[config.mk]
export PLATFORM = sky130hd
export DESIGN_NAME = lfu_cache_lru_tiebreak
export DESIGN_NICKNAME = d
export VERILOG_FILES = /design/src/rtl/lfu_pkg.sv /design/src/rtl/lfu_cache_lru_tiebreak.sv /design/src/rtl/lfu_ctrl.sv /design/src/rtl/lfu_dpath.sv
export SDC_FILE = /design/constraint.sdc
export NUM_CORES = 2
export LEC_CHECK = 0
export CORE_MARGIN = 8
export CORE_UTILIZATION = 50
export CTS_CLUSTER_DIAMETER = 80
export CTS_CLUSTER_SIZE = 24
export DETAILED_ROUTE_END_ITERATION = 10
export DONT_BUFFER_PORTS = 1
export SYNTH_ARGS = -nofsm -noshare
export SYNTH_HDL_FRONTEND = slang
export SYNTH_SLANG_ARGS = --single-unit
[constraint.sdc]
create_clock -name clock -period 12.4 [get_ports clock]
set_input_delay 1.24 -clock clock [delete_from_list [all_inputs] [get_ports clock]]
set_output_delay 1.24 -clock clock [all_outputs]
set_load 0.005 [all_outputs]
[src/rtl/lfu_pkg.sv]
// Package for the LFU cache with LRU tie break.
// Holds word types, controller/datapath link structs and default sizes.
// No dependencies.
package lfu_pkg;

   localparam int ENTRIES_DEF    = 16;
   localparam int COUNT_BITS_DEF = 16;
   localparam int CAP_BITS       = 5;
   localparam int KEY_BITS       = 32;
   localparam int DATA_BITS      = 32;

   localparam logic FUNC_GET = 1'b0;
   localparam logic FUNC_PUT = 1'b1;

   typedef struct packed {
      logic                        func;
      logic [KEY_BITS-1:0]         lookup_key;
      logic signed [DATA_BITS-1:0] write_data;
   } req_type;

   typedef struct packed {
      logic                        found;
      logic signed [DATA_BITS-1:0] read_data;
   } rsp_type;

   typedef struct packed {
      logic load;
      logic lookup;
      logic touch;
      logic scan_step;
      logic insert;
   } cmd_type;

   typedef struct packed {
      logic hit;
      logic cap_zero;
      logic is_put;
      logic scan_last;
   } status_type;

endpackage

[src/rtl/lfu_cache_lru_tiebreak.sv]
// LFU cache with LRU tie break: an accepted request word runs a lookup, then a touch on
// a hit, or a victim scan over every entry and an insert on a put miss; a get miss or
// capacity zero goes straight to the result. busy stays high through the result cycle;
// the next word is taken in the cycle after it, so no new word is taken mid-request.
// The receiver cannot stall. Synchronous reset empties the cache and sets capacity to 16.
// Depends on lfu_pkg, lfu_ctrl, lfu_dpath.
module lfu_cache_lru_tiebreak #(
   parameter int ENTRIES    = lfu_pkg::ENTRIES_DEF,
   parameter int COUNT_BITS = lfu_pkg::COUNT_BITS_DEF
) (
   input  logic                          clock,
   input  logic                          reset,
   input  logic                          start,
   output logic                          busy,
   input  lfu_pkg::req_type              req_word,
   output logic                          rsp_valid,
   output lfu_pkg::rsp_type              rsp_word,
   input  logic                          csr_valid,
   output logic                          csr_ready,
   input  logic [lfu_pkg::CAP_BITS-1:0]  csr_data
);
   import lfu_pkg::*;

   cmd_type    cmd;
   status_type status;

   assign csr_ready = 1'b1;

   lfu_ctrl u_ctrl (
      .clock     (clock),
      .reset     (reset),
      .start     (start),
      .busy      (busy),
      .rsp_valid (rsp_valid),
      .cmd       (cmd),
      .status    (status)
   );

   lfu_dpath #(
      .ENTRIES    (ENTRIES),
      .COUNT_BITS (COUNT_BITS)
   ) u_dpath (
      .clock     (clock),
      .reset     (reset),
      .req_word  (req_word),
      .csr_valid (csr_valid && csr_ready),
      .csr_data  (csr_data),
      .cmd       (cmd),
      .status    (status),
      .rsp_word  (rsp_word)
   );

   a_rsp_busy: assert property (@(posedge clock) disable iff (reset)
      rsp_valid |-> busy) else $error("result word outside busy");
   a_rsp_end: assert property (@(posedge clock) disable iff (reset)
      rsp_valid |=> !busy && !rsp_valid) else $error("busy held after result");
   a_accept: assert property (@(posedge clock) disable iff (reset)
      start && !busy |=> busy && !rsp_valid) else $error("accept without busy");
   a_data: assert property (@(posedge clock) disable iff (reset)
      rsp_valid && (rsp_word.read_data != '0) |-> rsp_word.found)
      else $error("read data without hit");

endmodule

[src/rtl/lfu_ctrl.sv]
// Controller for the LFU cache: sequences lookup, touch, victim scan and insert.
// Depends on lfu_pkg.
module lfu_ctrl (
   input  logic                clock,
   input  logic                reset,
   input  logic                start,
   output logic                busy,
   output logic                rsp_valid,
   output lfu_pkg::cmd_type    cmd,
   input  lfu_pkg::status_type status
);
   import lfu_pkg::*;

   typedef enum logic [2:0] {
      ST_IDLE,
      ST_LOOK,
      ST_TOUCH,
      ST_SCAN,
      ST_INSERT,
      ST_RESP
   } state_type;

   state_type state_ff, state_in;
   logic      busy_ff;
   logic      rsp_valid_ff;

   always_comb begin
      state_in = state_ff;
      case (state_ff)
         ST_IDLE: begin
            if (start) state_in = ST_LOOK;
         end
         ST_LOOK: begin
            if (status.cap_zero) state_in = ST_RESP;
            else if (status.hit) state_in = ST_TOUCH;
            else if (status.is_put) state_in = ST_SCAN;
            else state_in = ST_RESP;
         end
         ST_TOUCH:  state_in = ST_RESP;
         ST_SCAN: begin
            if (status.scan_last) state_in = ST_INSERT;
         end
         ST_INSERT: state_in = ST_RESP;
         ST_RESP:   state_in = ST_IDLE;
         default:   state_in = ST_IDLE;
      endcase
   end

   always_ff @(posedge clock) begin
      if (reset) begin
         state_ff     <= ST_IDLE;
         busy_ff      <= 1'b0;
         rsp_valid_ff <= 1'b0;
      end else begin
         state_ff     <= state_in;
         busy_ff      <= (state_in != ST_IDLE);
         rsp_valid_ff <= (state_in == ST_RESP);
      end
   end

   always_comb begin
      cmd           = '0;
      cmd.load      = (state_ff == ST_IDLE) && start;
      cmd.lookup    = (state_ff == ST_LOOK);
      cmd.touch     = (state_ff == ST_TOUCH);
      cmd.scan_step = (state_ff == ST_SCAN);
      cmd.insert    = (state_ff == ST_INSERT);
   end

   assign busy      = busy_ff;
   assign rsp_valid = rsp_valid_ff;

endmodule

[src/rtl/lfu_dpath.sv]
// Datapath for the LFU cache: entry tags, counts, ranks, data memory, victim scan.
// Depends on lfu_pkg.
module lfu_dpath #(
   parameter int ENTRIES    = lfu_pkg::ENTRIES_DEF,
   parameter int COUNT_BITS = lfu_pkg::COUNT_BITS_DEF
) (
   input  logic                          clock,
   input  logic                          reset,
   input  lfu_pkg::req_type              req_word,
   input  logic                          csr_valid,
   input  logic [lfu_pkg::CAP_BITS-1:0]  csr_data,
   input  lfu_pkg::cmd_type              cmd,
   output lfu_pkg::status_type           status,
   output lfu_pkg::rsp_type              rsp_word
);
   import lfu_pkg::*;

   localparam int IW = (ENTRIES > 1) ? $clog2(ENTRIES) : 1;
   localparam int OW = $clog2(ENTRIES + 1);
   localparam logic [COUNT_BITS-1:0] COUNT_MAX = '1;

   req_type                     req_ff;
   logic [CAP_BITS-1:0]         cap_ff;
   logic [OW-1:0]               occ_ff;
   logic [ENTRIES-1:0]          valid_ff;
   logic [KEY_BITS-1:0]         key_ff  [ENTRIES];
   logic [COUNT_BITS-1:0]       cnt_ff  [ENTRIES];
   logic [IW-1:0]               rank_ff [ENTRIES];
   logic signed [DATA_BITS-1:0] mem     [ENTRIES];
   logic signed [DATA_BITS-1:0] rd_ff;

   logic                        hit_ff;
   logic [IW-1:0]               hit_idx_ff;
   logic [IW-1:0]               scan_idx_ff;
   logic                        vic_found_ff;
   logic [IW-1:0]               vic_idx_ff;
   logic [COUNT_BITS-1:0]       vic_cnt_ff;
   logic [IW-1:0]               vic_rank_ff;
   logic                        free_found_ff;
   logic [IW-1:0]               free_idx_ff;

   logic                        match_any;
   logic [IW-1:0]               match_idx;
   logic [31:0]                 cap_eff;
   logic                        cap_zero;
   logic                        evict;
   logic                        slot_ok;
   logic [IW-1:0]               slot;
   logic                        take_vic;
   logic [COUNT_BITS-1:0]       s_cnt;
   logic [IW-1:0]               s_rank;
   logic                        mem_we;
   logic [IW-1:0]               mem_addr;

   assign cap_eff  = (32'(cap_ff) > 32'(ENTRIES)) ? 32'(ENTRIES) : 32'(cap_ff);
   assign cap_zero = (cap_ff == '0);

   always_comb begin
      match_any = 1'b0;
      match_idx = '0;
      for (int i = ENTRIES - 1; i >= 0; i--) begin
         if (valid_ff[i] && (key_ff[i] == req_ff.lookup_key)) begin
            match_any = 1'b1;
            match_idx = IW'(i);
         end
      end
   end

   assign status.hit       = match_any && !cap_zero;
   assign status.cap_zero  = cap_zero;
   assign status.is_put    = (req_ff.func == FUNC_PUT);
   assign status.scan_last = (32'(scan_idx_ff) == 32'(ENTRIES - 1));

   assign s_cnt    = cnt_ff[scan_idx_ff];
   assign s_rank   = rank_ff[scan_idx_ff];
   assign take_vic = valid_ff[scan_idx_ff] &&
                     (!vic_found_ff || (s_cnt < vic_cnt_ff) ||
                      ((s_cnt == vic_cnt_ff) && (s_rank > vic_rank_ff)));

   assign evict   = (32'(occ_ff) >= cap_eff) && vic_found_ff;
   assign slot_ok = evict || free_found_ff;
   assign slot    = (evict && !(free_found_ff && (free_idx_ff < vic_idx_ff)))
                    ? vic_idx_ff : free_idx_ff;

   assign mem_we   = (cmd.touch && (req_ff.func == FUNC_PUT)) || (cmd.insert && slot_ok);
   assign mem_addr = cmd.insert ? slot : hit_idx_ff;

   always_ff @(posedge clock) begin
      if (mem_we) mem[mem_addr] <= req_ff.write_data;
      rd_ff <= mem[hit_idx_ff];
   end

   always_ff @(posedge clock) begin
      if (cmd.load) req_ff <= req_word;
      if (cmd.lookup) hit_idx_ff <= match_idx;
      if (cmd.scan_step) begin
         if (take_vic) begin
            vic_idx_ff  <= scan_idx_ff;
            vic_cnt_ff  <= s_cnt;
            vic_rank_ff <= s_rank;
         end
         if (!valid_ff[scan_idx_ff] && !free_found_ff) free_idx_ff <= scan_idx_ff;
      end
      if (cmd.touch) begin
         for (int i = 0; i < ENTRIES; i++) begin
            if (valid_ff[i] && (rank_ff[i] < rank_ff[hit_idx_ff])) rank_ff[i] <= rank_ff[i] + 1'b1;
         end
         rank_ff[hit_idx_ff] <= '0;
         if (cnt_ff[hit_idx_ff] != COUNT_MAX) cnt_ff[hit_idx_ff] <= cnt_ff[hit_idx_ff] + 1'b1;
      end
      if (cmd.insert) begin
         for (int i = 0; i < ENTRIES; i++) begin
            if (valid_ff[i] && !(evict && (IW'(i) == vic_idx_ff))) begin
               rank_ff[i] <= rank_ff[i] - IW'(evict && (rank_ff[i] > vic_rank_ff))
                             + IW'(slot_ok);
            end
         end
         if (slot_ok) begin
            key_ff[slot]  <= req_ff.lookup_key;
            cnt_ff[slot]  <= COUNT_BITS'(1);
            rank_ff[slot] <= '0;
         end
      end
   end

   always_ff @(posedge clock) begin
      if (reset) begin
         cap_ff        <= CAP_BITS'(16);
         occ_ff        <= '0;
         valid_ff      <= '0;
         hit_ff        <= 1'b0;
         scan_idx_ff   <= '0;
         vic_found_ff  <= 1'b0;
         free_found_ff <= 1'b0;
      end else begin
         if (csr_valid) cap_ff <= csr_data;
         if (cmd.lookup) begin
            hit_ff        <= match_any && !cap_zero;
            scan_idx_ff   <= '0;
            vic_found_ff  <= 1'b0;
            free_found_ff <= 1'b0;
         end
         if (cmd.scan_step) begin
            scan_idx_ff <= scan_idx_ff + 1'b1;
            if (take_vic) vic_found_ff <= 1'b1;
            if (!valid_ff[scan_idx_ff]) free_found_ff <= 1'b1;
         end
         if (cmd.insert) begin
            if (evict && (slot != vic_idx_ff)) valid_ff[vic_idx_ff] <= 1'b0;
            if (slot_ok) valid_ff[slot] <= 1'b1;
            occ_ff <= occ_ff - OW'(evict) + OW'(slot_ok);
         end
      end
   end

   assign rsp_word.found     = hit_ff;
   assign rsp_word.read_data = (hit_ff && (req_ff.func == FUNC_GET)) ? rd_ff : '0;

endmodule
==> out/results.ini <==
[timing]
fmax_mhz = 169.1
period_needed_ps = 5914
clock_skew_ps = 37.47
fin_ws_ps = 6486
rsz0062_at_grt = false
finalHoldViolCount = 0
worstMarginPinSlew_ps = 1272
slew_violations = 0
min_period_over_period = 0.4769
relSlewSlack = 0.1482
finalSetupTns_ps = 0
setup_viol_count_final = 0

[worst_setup_path]
endpoint_kind = flop
critPathLaunchType = flop
crit_arrival_ps = 6250
reg2reg_slack_ps = 6490
crit_type = flop to flop
crit_required_ps = 12740
crit_fanout = 45

[worst_hold_path]
hp-start = u_dpath.occ_ff[0]
hold_path.class = flop to flop

[pwr]
p_switching_mw = 2.542
netSwitchingFraction = 0.2499
powerDensity_mw_per_mm2 = 138.0
p_seq_frac = 0.575
combPwrFrac = 0.103
power.clock.fraction = 0.322
irDropWorstVdd_mv = 0.1624
internal_power_mw = 7.630
p_leak_nw = 24.38
power_mw = 10.17

[place]
portBuffers = 0
dp_hpwl_mm = 93.65
place_congestion = 0.8238
pre_cts_ws_ps = 6364

[status]
outcome = finished clean

[floorplanning]
die_h_um = 385.6
num_rows = 135
die_area_sq_mm = 0.1487
pin_count = 110
fp.dieW_um = 385.6
start_util = 0.5043
core_sq_mm = 0.1355

[synthesis]
ys_seq_area_frac = 0.6457
synth_ff_type = edfxtp_1
ys_warn_count = 0
syn_area_sq_mm = 0.06832
async_flop_share = 0
yosys.area.top_type = edfxtp_1
ys_types = 68
ys_ff_latch = 1515
synth_edf_count = 1377
yosys.area.top_type_share = 0.6053
syn_avg_cell_area_sq_um = 16.75
netlist_instances = 4078
ys_top_cells_by_area = edfxtp_1 61%, mux4_2 12%, ha_1 4.3%, xor2_1 4.1%, dfxtp_1 4.0%

[global_routing]
grt_max_degree = 128
grt.overflow.total = 0
antenna_found_initial = 8
grt_pass1_vias = 35252
grt_use_total = 0.2186
grt_pass1_wl_mm = 241.1

[drt]
ant_nets = 0
route.detailed.drc = 0
drtIter0Drc = 2935
wl_mm = 163.3
wl_per_cell_um = 27.46
vias = 35488
drt_pre_antenna_iters = 5
viasPerCell = 5.966

[clock_network]
worstSkewPairLatency_ps = 730
cts_root_buffer = clkbuf_16
tritoncts_num_sinks = 1515
clk_pin_slew_ps = 90
cts_buffer_depth = 3
ctsHtreeMaxLevel = 3
cts_resized = 0
cts_tree = yes
cts_hold_buf = 0
post_cts_buffers = 0
cts_buffers = 87

[cells_and_area]
synthToLayoutAreaGrowth_pct = 7.875
utilization = 0.5440
nets = 4427
drive_gt1_frac = 0.1597

[flow_run]
maxCapViolations = 0

[cells by family after synthesis]
logic type | Yosys count | share of synthesized area
XOR/XNOR | 591 | 0.07577
adder cells (fa/ha/maj) | 252 | 0.04802
AND/OR/NAND/NOR | 629 | 0.04991
other | 2 | 0.0001099
buffers and inverters | 346 | 0.02139
multiplexers | 401 | 0.1266
flip-flops | 1515 | 0.6457
AO/OA/AOI/OAI | 342 | 0.03251
[path summary, 6_finish.rpt]
kind / endpoint / cells past startpoint
worst min register to register: u_dpath.occ_ff[0] / 2
worst max-delay path: u_dpath.vic_cnt_ff[5] / 13
worst max register to register: u_dpath.vic_cnt_ff[5] / 13
worst min-delay path: u_dpath.occ_ff[0] / 2
[through the flow]
step | hold slack [ps] | instance area (sq um) | std cells
3_3_place_gp | 440.1 | 70750 | 5793
2_1_floorplan | 436.3 | 68340 | 4085
3_5_place_dp | 442.8 | 70750 | 5793
6_report | 454.8 | 73700 | 5948
5_1_grt | 475.2 | 73690 | 5946
4_1_cts | 455.4 | 73690 | 5946
[power groups by stage]
stage          Sequential [mW]  Combinational [mW]  Clock (mW)
2_1_floorplan             5.92               0.765           0
3_3_place_gp              5.96                1.05           0
3_5_place_dp              5.97                1.06           0
4_1_cts                   5.85                1.07        3.36
5_1_grt                   5.86                1.16        3.52
6_report                  5.85                1.05        3.27
[metal layers]
layer  wire length (um)  GRT usage
met1              75200     0.3238
met2              76940     0.3505
met3               7953    0.02925
met4               3202    0.04334
met5                 27          0
[area by class of cell]
type	count	area, sq um
inverters	174	653.1
well taps	1781	2228
clock buffers	105	2275
diodes	2	5.005
multi-input cells	2224	22980
fillers	10704	61770
flip-flops and latches	1515	44120
clock inverters	48	670.6
repair buffers	99	768.2
[state kept, by name, summed over array words and instances, names as in the netlist, 3 cells and up, named ones only]
name / cells
u_dpath.key_ff: 512
u_dpath.mem: 512
u_dpath.cnt_ff: 256
u_dpath.rank_ff: 64
u_dpath.req_ff: 64
u_dpath.rd_ff: 32
u_dpath.valid_ff: 16
u_dpath.vic_cnt_ff: 16
u_dpath.cap_ff: 5
u_dpath.occ_ff: 5
u_dpath.free_idx_ff: 4
u_dpath.hit_idx_ff: 4
u_dpath.scan_idx_ff: 4
u_dpath.vic_idx_ff: 4
u_dpath.vic_rank_ff: 4
u_ctrl.state_ff: 3
[cells in the mapped netlist (71+ instances only)]
| cell | number |
|---|---|
| a21oi_1 | 101 |
| clkbuf_1 | 86 |
| dfxtp_1 | 138 |
| edfxtp_1 | 1377 |
| ha_1 | 235 |
| inv_1 | 173 |
| mux4_2 | 352 |
| nand2_1 | 108 |
| nand4_1 | 71 |
| nor2_1 | 134 |
| nor4_1 | 81 |
| xnor2_1 | 268 |
| xor2_1 | 323 |
[cell usage in the layout (no fill, tap or decap), drive strengths merged, types with 17 or more instances in the layout]
| cell type | netlist | final |
|---|---|---|
| nand3 | 39 | 39 |
| xor2 | 323 | 323 |
| inv | 174 | 197 |
| nand2b | 26 | 26 |
| nor3 | 39 | 39 |
| clkinv | 0 | 20 |
| nor2 | 134 | 134 |
| xnor2 | 268 | 268 |
| and2 | 41 | 41 |
| dfxtp | 138 | 138 |
| edfxtp | 1377 | 1377 |
| a211oi | 33 | 33 |
| nand4 | 71 | 71 |
| clkbuf | 86 | 105 |
| mux2i | 20 | 20 |
| o22ai | 24 | 24 |
| a21o | 28 | 28 |
| buf | 86 | 99 |
| nand2 | 108 | 108 |
| ha | 235 | 235 |
| nor4 | 82 | 82 |
| and3 | 19 | 19 |
| a21oi | 108 | 108 |
| nor2b | 32 | 32 |
| mux4 | 365 | 365 |
| fa | 17 | 17 |
| o21ai | 70 | 70 |
[worst max-delay path, stage by stage (launching register included)]
cell and delay [ps]:
dfxtp_4 990, buf_4 730, mux4_2 590, mux4_2 560, ha_1 340, a21oi_1 160
nor2b_1 60, o21ai_0 150, nand2b_1 80, a21oi_1 140, nor2b_1 70, o311ai_0 320
a21o_1 240, and4_1 1030
Note: power is estimated with default switching activity, not from simulation.
